File: config.mk
export PLATFORM = sky130hd
export DESIGN_NAME = buffer_pool_allocator_with_waiters_core
export DESIGN_NICKNAME = d
export VERILOG_FILES = /design/src/hw/rtl/bpa_pkg.sv /design/src/hw/rtl/bpa_ram.sv /design/src/hw/rtl/buffer_pool_allocator_with_waiters_core.sv
export SDC_FILE = /design/constraint.sdc
export NUM_CORES = 2
export LEC_CHECK = 0
export CAP_MARGIN = 10
export CORE_ASPECT_RATIO = 0.9
export CORE_MARGIN = 5
export CORE_UTILIZATION = 60
export CTS_CLUSTER_SIZE = 24
export DETAILED_ROUTE_END_ITERATION = 6
export DONT_BUFFER_PORTS = 1
export MAX_ROUTING_LAYER = met4
export PLACE_DENSITY_LB_ADDON = 0.1
export SYNTH_ARGS = -nofsm -noshare
export SYNTH_HDL_FRONTEND = slang
export SYNTH_SLANG_ARGS = --single-unit
File: constraint.sdc
create_clock -name clk_i -period 15.37 [get_ports clk_i]
set_input_delay 1.537 -clock clk_i [delete_from_list [all_inputs] [get_ports clk_i]]
set_output_delay 1.537 -clock clk_i [all_outputs]
set_load 0.01 [all_outputs]
File: src/hw/rtl/bpa_pkg.sv
// Shared constants, codes and types of the buffer pool allocator.
package bpa_pkg;

  // Pool geometry
  localparam int NUM_BUFFERS = 256;
  localparam int MAX_WAITERS = 16;
  localparam int MAX_RESULTS = 16;

  // Fixed field widths
  localparam int TYPE_W = 3;
  localparam int KIND_W = 3;
  localparam int ID_W   = 8;
  localparam int CNT_FW = 9;

  // Derived widths
  localparam int FREE_AW = (NUM_BUFFERS > 1) ? $clog2(NUM_BUFFERS) : 1;
  localparam int LVL_W   = $clog2(NUM_BUFFERS + 1);
  localparam int WAIT_AW = (MAX_WAITERS > 1) ? $clog2(MAX_WAITERS) : 1;
  localparam int WLVL_W  = $clog2(MAX_WAITERS + 1);
  localparam int RES_W   = (MAX_RESULTS > 1) ? $clog2(MAX_RESULTS) : 1;
  localparam int STAT_W  = (LVL_W > CNT_FW) ? LVL_W : CNT_FW;

  // Budget after reset
  localparam logic [CNT_FW-1:0] MAX_BUF_RST = CNT_FW'(256);

  typedef enum logic [TYPE_W-1:0] {
    REQ_ACQUIRE  = 3'd0,
    REQ_RELEASE  = 3'd1,
    REQ_STOP     = 3'd2,
    REQ_PREALLOC = 3'd3,
    REQ_STAT     = 3'd4
  } req_e;

  typedef enum logic [KIND_W-1:0] {
    KIND_GRANT    = 3'd0,
    KIND_NULL     = 3'd1,
    KIND_PARKED   = 3'd2,
    KIND_HANDOFF  = 3'd3,
    KIND_WAKE     = 3'd4,
    KIND_PREALLOC = 3'd5,
    KIND_REJECT   = 3'd6,
    KIND_STAT     = 3'd7
  } kind_e;

  typedef enum logic [1:0] {
    ST_IDLE,
    ST_RD_WAIT,
    ST_STOP,
    ST_PREALLOC
  } state_e;

  typedef enum logic {
    SRC_FREE,
    SRC_WAITER
  } rd_src_e;

  // One result word as held in the output register
  typedef struct packed {
    logic              valid;
    kind_e             kind;
    logic [ID_W-1:0]   target;
    logic [ID_W-1:0]   gbuf;
    logic [CNT_FW-1:0] count;
    logic [CNT_FW-1:0] outs;
    logic [CNT_FW-1:0] cap;
    logic              last;
  } res_t;

endpackage

File: src/hw/rtl/bpa_ram.sv
// Generic single-port-write, single-port-read RAM with registered read data.
module bpa_ram #(
  parameter int WIDTH = 8,
  parameter int DEPTH = 16
) (
  input  logic                                      clk_i,
  input  logic                                      we_i,
  input  logic [((DEPTH > 1) ? $clog2(DEPTH) : 1)-1:0] waddr_i,
  input  logic [WIDTH-1:0]                          wdata_i,
  input  logic [((DEPTH > 1) ? $clog2(DEPTH) : 1)-1:0] raddr_i,
  output logic [WIDTH-1:0]                          rdata_o
);

  logic [WIDTH-1:0] mem_q [DEPTH];
  logic [WIDTH-1:0] rdata_q;

  // Write port
  always_ff @(posedge clk_i) begin
    if (we_i) begin
      mem_q[waddr_i] <= wdata_i;
    end
  end

  // Registered read port
  always_ff @(posedge clk_i) begin
    rdata_q <= mem_q[raddr_i];
  end

  assign rdata_o = rdata_q;

endmodule

File: src/hw/rtl/buffer_pool_allocator_with_waiters_core.sv
// Buffer pool allocator: free list and waiter queue in RAM, request sequencer.
// A word that needs no RAM read comes straight from the result register; one that does (free-list
// grant, handoff, first stop wake) passes through the RAM read register first; later wakes follow
// one a cycle. Prealloc answers after its free-list writes (one free-list write a cycle). A request
// is taken only while idle (busy low). Results cannot be stalled. Async active-low reset clears
// pointers, levels, counts, stopping flag; budget 256; RAMs keep contents.
module buffer_pool_allocator_with_waiters_core
  import bpa_pkg::*;
(
  input  logic              clk_i,
  input  logic              rst_ni,
  // request channel
  input  logic              start,
  output logic              busy,
  input  logic [TYPE_W-1:0] req_type_i,
  input  logic [ID_W-1:0]   requester_id_i,
  input  logic [ID_W-1:0]   buffer_id_i,
  input  logic              buffer_valid_i,
  input  logic [CNT_FW-1:0] prealloc_count_i,
  // budget register write channel
  input  logic              cfg_valid_i,
  output logic              cfg_ready_o,
  input  logic [CNT_FW-1:0] cfg_data_i,
  // result channel
  output logic              result_valid_o,
  output logic [KIND_W-1:0] result_kind_o,
  output logic [ID_W-1:0]   target_requester_o,
  output logic [ID_W-1:0]   granted_buffer_o,
  output logic [CNT_FW-1:0] count_value_o,
  output logic [CNT_FW-1:0] outstanding_count_o,
  output logic [CNT_FW-1:0] capacity_left_o,
  output logic              last_result_o
);

  state_e              state_q, state_d;
  logic [CNT_FW-1:0]   max_buf_q, max_buf_d;
  logic [FREE_AW-1:0]  free_head_q, free_head_d;
  logic [FREE_AW-1:0]  free_tail_q, free_tail_d;
  logic [LVL_W-1:0]    free_level_q, free_level_d;
  logic [LVL_W-1:0]    created_q, created_d;
  logic [WAIT_AW-1:0]  wait_head_q, wait_head_d;
  logic [WAIT_AW-1:0]  wait_tail_q, wait_tail_d;
  logic [WLVL_W-1:0]   wait_level_q, wait_level_d;
  logic                stop_q, stop_d;
  logic [RES_W-1:0]    nres_q, nres_d;
  res_t                res_q, res_d;

  // held request payload
  logic [ID_W-1:0]     pend_req_q, pend_req_d;
  logic [ID_W-1:0]     pend_buf_q, pend_buf_d;
  rd_src_e             src_q, src_d;
  logic [CNT_FW-1:0]   pcount_q, pcount_d;
  logic [LVL_W-1:0]    made_q, made_d;

  // RAM ports
  logic                free_we;
  logic [FREE_AW-1:0]  free_waddr, free_raddr;
  logic [ID_W-1:0]     free_wdata, free_rdata;
  logic                wait_we;
  logic [WAIT_AW-1:0]  wait_waddr, wait_raddr;
  logic [ID_W-1:0]     wait_wdata, wait_rdata;

  logic                accept;
  logic                can_create;
  logic                stop_last;
  logic [LVL_W-1:0]    outs_w;
  logic [STAT_W-1:0]   cap_w;

  function automatic logic [FREE_AW-1:0] free_next(input logic [FREE_AW-1:0] p);
    return (p == FREE_AW'(NUM_BUFFERS - 1)) ? '0 : p + 1'b1;
  endfunction

  function automatic logic [WAIT_AW-1:0] wait_next(input logic [WAIT_AW-1:0] p);
    return (p == WAIT_AW'(MAX_WAITERS - 1)) ? '0 : p + 1'b1;
  endfunction

  // result word without stat fields
  function automatic res_t mk_res(input kind_e k, input logic [ID_W-1:0] tgt,
                                  input logic [ID_W-1:0] gb, input logic [CNT_FW-1:0] cnt,
                                  input logic lst);
    res_t r;
    r.valid  = 1'b1;
    r.kind   = k;
    r.target = tgt;
    r.gbuf   = gb;
    r.count  = cnt;
    r.outs   = '0;
    r.cap    = '0;
    r.last   = lst;
    return r;
  endfunction

  // Free list and waiter queue storage
  bpa_ram #(.WIDTH(ID_W), .DEPTH(NUM_BUFFERS)) u_free_ram (
    .clk_i   (clk_i),
    .we_i    (free_we),
    .waddr_i (free_waddr),
    .wdata_i (free_wdata),
    .raddr_i (free_raddr),
    .rdata_o (free_rdata)
  );

  bpa_ram #(.WIDTH(ID_W), .DEPTH(MAX_WAITERS)) u_wait_ram (
    .clk_i   (clk_i),
    .we_i    (wait_we),
    .waddr_i (wait_waddr),
    .wdata_i (wait_wdata),
    .raddr_i (wait_raddr),
    .rdata_o (wait_rdata)
  );

  assign busy        = (state_q != ST_IDLE);
  assign cfg_ready_o = (state_q == ST_IDLE);
  assign accept      = start && !busy;
  assign can_create  = (created_q < max_buf_q) && (created_q < NUM_BUFFERS);
  assign stop_last   = (wait_level_q == WLVL_W'(1)) || (nres_q == RES_W'(MAX_RESULTS - 1));

  // stat: outstanding and capacity, both saturating at zero
  assign outs_w = (created_q > free_level_q) ? created_q - free_level_q : '0;
  assign cap_w  = (STAT_W'(max_buf_q) > STAT_W'(outs_w)) ?
                  STAT_W'(max_buf_q) - STAT_W'(outs_w) : '0;

  // Sequencer: next state, pointer updates, RAM accesses and result word
  always_comb begin
    state_d      = state_q;
    max_buf_d    = max_buf_q;
    free_head_d  = free_head_q;
    free_tail_d  = free_tail_q;
    free_level_d = free_level_q;
    created_d    = created_q;
    wait_head_d  = wait_head_q;
    wait_tail_d  = wait_tail_q;
    wait_level_d = wait_level_q;
    stop_d       = stop_q;
    nres_d       = nres_q;
    pend_req_d   = pend_req_q;
    pend_buf_d   = pend_buf_q;
    src_d        = src_q;
    pcount_d     = pcount_q;
    made_d       = made_q;
    res_d        = res_q;
    res_d.valid  = 1'b0;

    free_we    = 1'b0;
    free_waddr = free_tail_q;
    free_wdata = ID_W'(created_q);
    free_raddr = free_head_q;
    wait_we    = 1'b0;
    wait_waddr = wait_tail_q;
    wait_wdata = requester_id_i;
    wait_raddr = wait_head_q;

    if (cfg_valid_i && cfg_ready_o) begin
      max_buf_d = cfg_data_i;
    end

    unique case (state_q)
      ST_IDLE: begin
        if (accept) begin
          unique case (req_e'(req_type_i))
            REQ_ACQUIRE: begin
              if ((free_level_q == '0) && can_create) begin
                // new buffer passes straight through the empty list
                res_d       = mk_res(KIND_GRANT, requester_id_i, ID_W'(created_q), '0, 1'b1);
                created_d   = created_q + 1'b1;
                free_head_d = free_next(free_head_q);
                free_tail_d = free_next(free_tail_q);
              end else if (free_level_q != '0) begin
                free_head_d  = free_next(free_head_q);
                free_level_d = free_level_q - 1'b1;
                pend_req_d   = requester_id_i;
                src_d        = SRC_FREE;
                state_d      = ST_RD_WAIT;
              end else if (stop_q) begin
                res_d = mk_res(KIND_NULL, requester_id_i, '0, '0, 1'b1);
              end else if (wait_level_q >= MAX_WAITERS) begin
                res_d = mk_res(KIND_REJECT, requester_id_i, '0, '0, 1'b1);
              end else begin
                wait_we      = 1'b1;
                wait_tail_d  = wait_next(wait_tail_q);
                wait_level_d = wait_level_q + 1'b1;
                res_d        = mk_res(KIND_PARKED, requester_id_i, '0, '0, 1'b1);
              end
            end
            REQ_RELEASE: begin
              if (buffer_valid_i) begin
                if (wait_level_q != '0) begin
                  wait_head_d  = wait_next(wait_head_q);
                  wait_level_d = wait_level_q - 1'b1;
                  pend_buf_d   = buffer_id_i;
                  src_d        = SRC_WAITER;
                  state_d      = ST_RD_WAIT;
                end else if (free_level_q < NUM_BUFFERS) begin
                  free_we      = 1'b1;
                  free_wdata   = buffer_id_i;
                  free_tail_d  = free_next(free_tail_q);
                  free_level_d = free_level_q + 1'b1;
                end
              end
            end
            REQ_STOP: begin
              stop_d = 1'b1;
              if (wait_level_q != '0) begin
                nres_d  = '0;
                state_d = ST_STOP;
              end
            end
            REQ_PREALLOC: begin
              pcount_d = prealloc_count_i;
              made_d   = '0;
              state_d  = ST_PREALLOC;
            end
            REQ_STAT: begin
              res_d       = mk_res(KIND_STAT, '0, '0, CNT_FW'(free_level_q), 1'b1);
              res_d.outs  = CNT_FW'(outs_w);
              res_d.cap   = CNT_FW'(cap_w);
            end
            default: ;
          endcase
        end
      end
      ST_RD_WAIT: begin
        // read word of the popped entry is ready
        state_d = ST_IDLE;
        if (src_q == SRC_FREE) begin
          res_d = mk_res(KIND_GRANT, pend_req_q, free_rdata, '0, 1'b1);
        end else begin
          res_d = mk_res(KIND_HANDOFF, wait_rdata, pend_buf_q, '0, 1'b1);
        end
      end
      ST_STOP: begin
        // wake one waiter a cycle, read of the next one issued alongside
        res_d        = mk_res(KIND_WAKE, wait_rdata, '0, '0, stop_last);
        wait_head_d  = wait_next(wait_head_q);
        wait_level_d = wait_level_q - 1'b1;
        nres_d       = nres_q + 1'b1;
        wait_raddr   = wait_next(wait_head_q);
        if (stop_last) begin
          state_d = ST_IDLE;
        end
      end
      ST_PREALLOC: begin
        if ((made_q < pcount_q) && can_create && (free_level_q < NUM_BUFFERS)) begin
          free_we      = 1'b1;
          free_tail_d  = free_next(free_tail_q);
          free_level_d = free_level_q + 1'b1;
          created_d    = created_q + 1'b1;
          made_d       = made_q + 1'b1;
        end else begin
          res_d   = mk_res(KIND_PREALLOC, '0, '0, CNT_FW'(made_q), 1'b1);
          state_d = ST_IDLE;
        end
      end
      default: begin
        state_d = ST_IDLE;
      end
    endcase
  end

  // Control state
  always_ff @(posedge clk_i or negedge rst_ni) begin
    if (!rst_ni) begin
      state_q      <= ST_IDLE;
      max_buf_q    <= MAX_BUF_RST;
      free_head_q  <= '0;
      free_tail_q  <= '0;
      free_level_q <= '0;
      created_q    <= '0;
      wait_head_q  <= '0;
      wait_tail_q  <= '0;
      wait_level_q <= '0;
      stop_q       <= 1'b0;
      nres_q       <= '0;
      res_q        <= '0;
    end else begin
      state_q      <= state_d;
      max_buf_q    <= max_buf_d;
      free_head_q  <= free_head_d;
      free_tail_q  <= free_tail_d;
      free_level_q <= free_level_d;
      created_q    <= created_d;
      wait_head_q  <= wait_head_d;
      wait_tail_q  <= wait_tail_d;
      wait_level_q <= wait_level_d;
      stop_q       <= stop_d;
      nres_q       <= nres_d;
      res_q        <= res_d;
    end
  end

  // Held request payload
  always_ff @(posedge clk_i) begin
    pend_req_q <= pend_req_d;
    pend_buf_q <= pend_buf_d;
    src_q      <= src_d;
    pcount_q   <= pcount_d;
    made_q     <= made_d;
  end

  assign result_valid_o      = res_q.valid;
  assign result_kind_o       = res_q.kind;
  assign target_requester_o  = res_q.target;
  assign granted_buffer_o    = res_q.gbuf;
  assign count_value_o       = res_q.count;
  assign outstanding_count_o = res_q.outs;
  assign capacity_left_o     = res_q.cap;
  assign last_result_o       = res_q.last;

`ifndef NO_ASSERTIONS
  // a pending RAM read always ends in a result word
  a_rd_wait_result: assert property (@(posedge clk_i) disable iff (!rst_ni)
    (state_q == ST_RD_WAIT) |=> (result_valid_o && last_result_o))
    else $error("read wait did not produce a result");

  // levels stay within the queue depths
  a_levels: assert property (@(posedge clk_i) disable iff (!rst_ni)
    (free_level_q <= NUM_BUFFERS) && (wait_level_q <= MAX_WAITERS))
    else $error("queue level out of range");

  // a stat query answers in the next cycle with a single stat word
  a_stat: assert property (@(posedge clk_i) disable iff (!rst_ni)
    (accept && (req_type_i == REQ_STAT)) |=>
      (result_valid_o && last_result_o && (result_kind_o == KIND_STAT)))
    else $error("stat query not answered");

  // nothing is emitted while the sequencer sits idle without a request
  a_no_spurious: assert property (@(posedge clk_i) disable iff (!rst_ni)
    ((state_q == ST_IDLE) && !start) |=> !result_valid_o)
    else $error("result word without a request");
`endif

endmodule
Word level (Yosys, flattened, before mapping)

Memories as Yosys holds them, arrays and structs flattened. A register that Yosys moved wholly into a read port is not among the register bits.
Index checks and enable logic that the tools add are counted.

Bits in registers: 146
Bits in writable memories: 2,176
Bits of input ports: 42
Output and inout bits: 50
Word-level logic and storage cells: 228
Memories kept: 2

$add $sub $neg: 13
Magnitude comparators: 7
Eq/ne operators: 43
Muxes and demuxes: 101
Bitwise operators: 4
Reductions and logical operators: 34

Memories:

| name             | depth | bits a word | rd ports | clocked after Yosys merged registers in | write ports | RTL line      | RTL |
|---|---|---|---|---|---|---|---|
| u_free_ram.mem_q | 256   | 8           | 1        | 1                                       | 1           | bpa_ram.sv:14 | `logic [WIDTH-1:0] mem_q [DEPTH];` |
| u_wait_ram.mem_q | 16    | 8           | 1        | 1                                       | 1           | bpa_ram.sv:14 |  |

Operators by type and width:

| operator              | count |
|---|---|
| $mux W48              | 4 |
| $pmux W48 S4          | 1 |
| $mux W9               | 16 |
| $mux W8               | 16 |
| $pmux W48 S2          | 1 |
| $mux W47              | 2 |
| $pmux W9 S2           | 4 |
| $mux W46              | 1 |
| $mux W4               | 10 |
| $mux W5               | 7 |
| $ne A3 B3 Y1 const B  | 11 |
| $pmux W8 S2           | 2 |
| $add A9 B1 Y9 const B | 3 |
| $reduce_and A9 Y1     | 3 |
| $mux W1               | 21 |
| $pmux W5 S2           | 2 |
| $reduce_and A5 Y1     | 4 |
| $gt A9 B9 Y1          | 2 |
| $lt A9 B9 Y1          | 2 |
| $lt A9 B9 Y1 const B  | 2 |
| $sub A9 B9 Y9         | 2 |
| $add A8 B1 Y8 const B | 2 |
| $eq A8 B8 Y1 const B  | 2 |
| $mux W2               | 8 |
| other kinds (34)      | 74 |

Depth between registers and ports, before layout

Depth after elaboration: 10
Mapped depth: 20

Cells and area by module

From an unflattened synthesis, not the netlist that was laid out.

Cell total of the unflattened synthesis: 4,798
Area total of the unflattened synthesis: 93,106.8 sq um

Modules (own cells, without submodules):

| module                                  | instances | cells each | area an instance (sq um) | sequential area each (sq um) |
|---|---|---|---|---|
| bpa_ram (u_free_ram)                    | 1         | 3,733      | 79,556.3                 | 61,659.1 |
| buffer_pool_allocator_with_waiters_core | 1         | 836        | 8,403.1                  | 3,829.9 |
| bpa_ram (u_wait_ram)                    | 1         | 229        | 5,147.4                  | 4,003.8 |

Worst setup path before layout

OpenSTA, ideal clock, no wires.

Kind: input to register
From: input req_type_i[1]
To: memory u_free_ram.mem_q[0][0] (data pin)
Setup time: 2.190 ns
Arrival: 12.169 ns
Path slack: 1.012 ns
Cell stages on the path: 5
Path through: clkbuf_1 > nand3b_1 > nor4_1 > clkbuf_1 > o21ai_0

Word-level cells in the longest chain between the ends: 4

Ends and longest elaborated chain:

| item                    | RTL line                                       | RTL |
|---|---|---|
| from (decl)             | buffer_pool_allocator_with_waiters_core.sv:15  | `input logic [TYPE_W-1:0] req_type_i,` |
| $eq A3 B1 Y1            | buffer_pool_allocator_with_waiters_core.sv:160 | `unique case (req_e'(req_type_i))` |
| $mux W8                 | buffer_pool_allocator_with_waiters_core.sv:160 |  |
| $mux W8                 | buffer_pool_allocator_with_waiters_core.sv:159 | `if (accept) begin` |
| $mux W8                 | buffer_pool_allocator_with_waiters_core.sv:157 | `unique case (state_q)` |
| named net free_wdata[0] | buffer_pool_allocator_with_waiters_core.sv:58  | `logic [ID_W-1:0] free_wdata, free_rdata;` |
| to (decl)               | bpa_ram.sv:14                                  |  |

The timed path passes the listed nets, and every way through them passes these cells.

==> impl_results.md <==
- Result of the run: completed
- CTS Hold Bufs: 0
- Post-synthesis sequential area ratio: between 70% and 80%
- First-pass GRT wire length: 347.7 mm
- Initial DRC Count: 6821
- Comb pwr share: 22.5%
- Final Max Slew Viols: 0
- EDFF count, synth: 2211
- Gpl congestion: ~0.9
- F_max: 175.9 MHz
- Mapped Area: 0.09343 mm^2
- Critical path type: flop to flop
- CTS Sinks: roughly 2300
- Largest net degree at the start of global routing: 176
- Worst setup SP type: flop
- CP dominant cell by count: buf_4
- Slowest stage delay, CP: 0.84 ns
- Core area: 0.1550 mm^2
- Worst skew pair latency: 0.86 ns
- Drt pass-1 iters: 7
- Setup Fix Bufs, Post-CTS: 0
- Clk root buf: clkbuf_16
- FF-to-FF setup slack: 9.68 ns
- Final Hold Fails: 0
- Share of layout cells above drive strength 1: 24.16%
- Post-Layout Cell Count: 7260
- Grt ovf: 0
- Vias/cell: 6.768
- Sw frac: 29.52%
- Post-synth top flop: edfxtp_1
- CP Capture Type: flop
- Top Ports: 92
- Cells after DPL: roughly 6800
- Port bufs: 0
- Rows: 137
- Seq pwr share: 45.0%
- Die Wd: around 430 um
- Worst-path fanout max: 104
- Vias in the first global route: 48038
- Most common cell after layout, fill and taps aside: edfxtp_1
- CP max-delay cell: dfrtp_4
- Global-route usage over all layers: 30.61%
- Met1 Usage GRT: 44.12%
- Skew final: 0.05010 ns
- Cells after Synth: between 4000 and 5000
- Layout Nets: a little over 5000
- Met2 Use GR: a little over two fifths
- P per Cell Area: 162.5 mW/mm^2
- Post-DP HPWL: 144.8 mm
- Residual DRC: 0
- Slew margin rel.: between 10% and 20%
- RSZ-0062 raised after global routing: no
- Syn-to-layout area delta: 11.88%
- Buf/Inv on CP: 4
- Clk pwr share: 32.6%
- Via count: 49136
- Initial core utilization: roughly three fifths
- Worst hold path type: primary input to asynchronous set/reset pin
- Die ar.: 0.1637 mm^2
- DRT antenna net count: 0
- Peak supply drop: 0.1830 mV
- M3 GR Usage: 8.251%
- Multi-input gate area: 0.02253 mm^2
- Psw: 0.005015 W
- Routed len/inst: about 33 um
- Height of the die: ~380 um
- Critical path arrival: ~6.4 ns
- TritonCTS clock tree: built
- Syn avg cell area: 19.62 um^2
- Leak Pwr: 36.15 nW
- Synth Net Count: 4863
- YS warnings: 0
- Pint: 0.01198 W
- Cells resized by post-CTS repair: 0
- Overall routed net length: 240.9 mm
- Post-route clock period utilization: 37.00%
- Yosys cell types: 87
- FF+latch area: 0.06951 mm^2
- Clock Tree Buf Depth: 3
- Seq cells post-synth: around 2300
- Max cap viols: 0
- H-tree level count: 4
- Crit-path leading delay family: buffers and inverters
- Final setup violation count: 0
- Critical-path cell list: buf_12, buf_4, buf_4, buf_4, mux4_2, a22oi_1, a21oi_1, nor2_1, nor2_1, o311ai_0, o211ai_1
- CTS clk-pin slew, worst paths: about 0.070 ns
- Async set-or-reset flop fraction in the synthesized netlist: under 10%
- Grt peak-use layer: met1
- Initial antenna violation count: 14
- Clock buffer count from CTS: 219
- Worst slew pin tran: 1.270 ns
- Final min period: 5.686 ns
- Data required time at the worst endpoint: 16.08 ns
- FILL cells: 10076
- Commonest non-fill, non-tap cells in the layout: edfxtp_1 (2211), mux4_2 (525), buf_4 (281), nor3_1 (244), clkbuf_16 (221)
- Final setup TNS: 0 ns
## layer usage
metal | routed length, um | share of wire (%) | vias up
li1 | - | - | 20143
met1 | 94820 | 39 | 25742
met2 | 110100 | 46 | 2816
met3 | 28180 | 12 | 435
met4 | 7790 | 3.2 | 0
met5 | 0 | 0 | -
## registers in the layout, summed over array words and instances, names as in the netlist, 8 cells and up
signal / count
capacity_left_o: 9
count_value_o: 9
created_q: 9
free_head_q: 8
free_level_q: 9
free_tail_q: 8
granted_buffer_o: 8
made_q: 9
max_buf_q: 9
outstanding_count_o: 9
pcount_q: 9
pend_buf_q: 8
pend_req_q: 8
target_requester_o: 8
u_free_ram.mem_q: 2048
u_free_ram.rdata_o: 8
u_wait_ram.mem_q: 128
u_wait_ram.rdata_o: 8
## power groups by stage
| stage | registers, W | clock network (W) | logic (W) |
|---|---|---|---|
| floorplan | 0.00778 | 0 | 0.00267 |
| global placement | 0.00777 | 0 | 0.00376 |
| detailed placement | 0.00777 | 0 | 0.00380 |
| CTS | 0.00764 | 0.00559 | 0.00381 |
| global route | 0.00766 | 0.00588 | 0.00405 |
| finish | 0.00764 | 0.00553 | 0.00381 |
## worst reg2reg max path: stages, from the launching register on
cell and delay, ns:
dfrtp_4 0.84, buf_12 0.55, buf_4 0.81, buf_4 0.69, buf_4 0.64, mux4_2 0.43, a22oi_1 0.30, a21oi_1 0.11
nor2_1 0.41, nor2_1 0.10, o311ai_0 0.51, o211ai_1 0.16
## area by class of cell
class / instances / share of cell area [%]
clock inverters: 123 / 1.465
repair buffers: 298 / 2.188
diodes: 6 / 0.01436
inverters: 69 / 0.2526
well taps: 2085 / 2.496
flip-flops and latches: 2338 / 66.49
clock buffers: 276 / 5.536
multi-input cells: 2065 / 21.55
## stage by stage
stage	cell area, um^2	total power (W)	hold slack, ns	utilization [%]	setup WS (ns)
2_1_floorplan	93430	0.01045	0.4854	-	1.012
3_5_place_dp	97150	0.01158	0.5176	62.69	9.722
3_3_place_gp	97140	0.01153	0.5022	62.69	9.702
4_1_cts	104500	0.01704	0.3294	67.41	9.716
5_1_grt	104500	0.01759	0.3471	67.46	9.451
6_report	104500	0.01699	0.3872	67.46	9.684
## synthesized netlist by cell type (36+ instances only)
library cell	number	area share, %
mux2i_1	171	1.8
nand3_1	36	0.19
a22oi_1	87	0.70
nor2_1	110	0.44
inv_1	67	0.27
a21oi_1	124	0.66
dfrtp_1	110	2.9
edfxtp_1	2211	71
mux4_2	525	13
buf_2	68	0.36
ha_1	56	0.75
o21ai_0	73	0.39
clkbuf_1	145	0.58
nor3_1	271	1.5
a221oi_1	38	0.36
nand2_1	151	0.61
## cell families (layout without fill, tap and decap cells)
group           count (synthesis)  after routing  share of synthesized area (%)
flops                        2338           2338                          74.38
mux                           725            725                          14.84
simple gates                  717            717                          3.842
compound gates                518            518                          3.796
buf+inv                       360            766                          1.915
fa+ha+maj                      58             58                         0.7928
xor+xnor                       47             47                         0.4406
other cells                     0              6                              0
## worst paths after layout
kind,start,cells after the start,endpoint
max,free_head_q[1],11,u_free_ram.rdata_o[5]
min,rst_ni,0,target_requester_o[3]
max reg2reg,free_head_q[1],11,u_free_ram.rdata_o[5]
min reg2reg,nres_q[1],1,nres_q[1]
max in group asynchronous,rst_ni,0,free_tail_q[3]
min in group clk_i,nres_q[1],1,nres_q[1]
No activity file was read; power rests on OpenSTA's default activity.
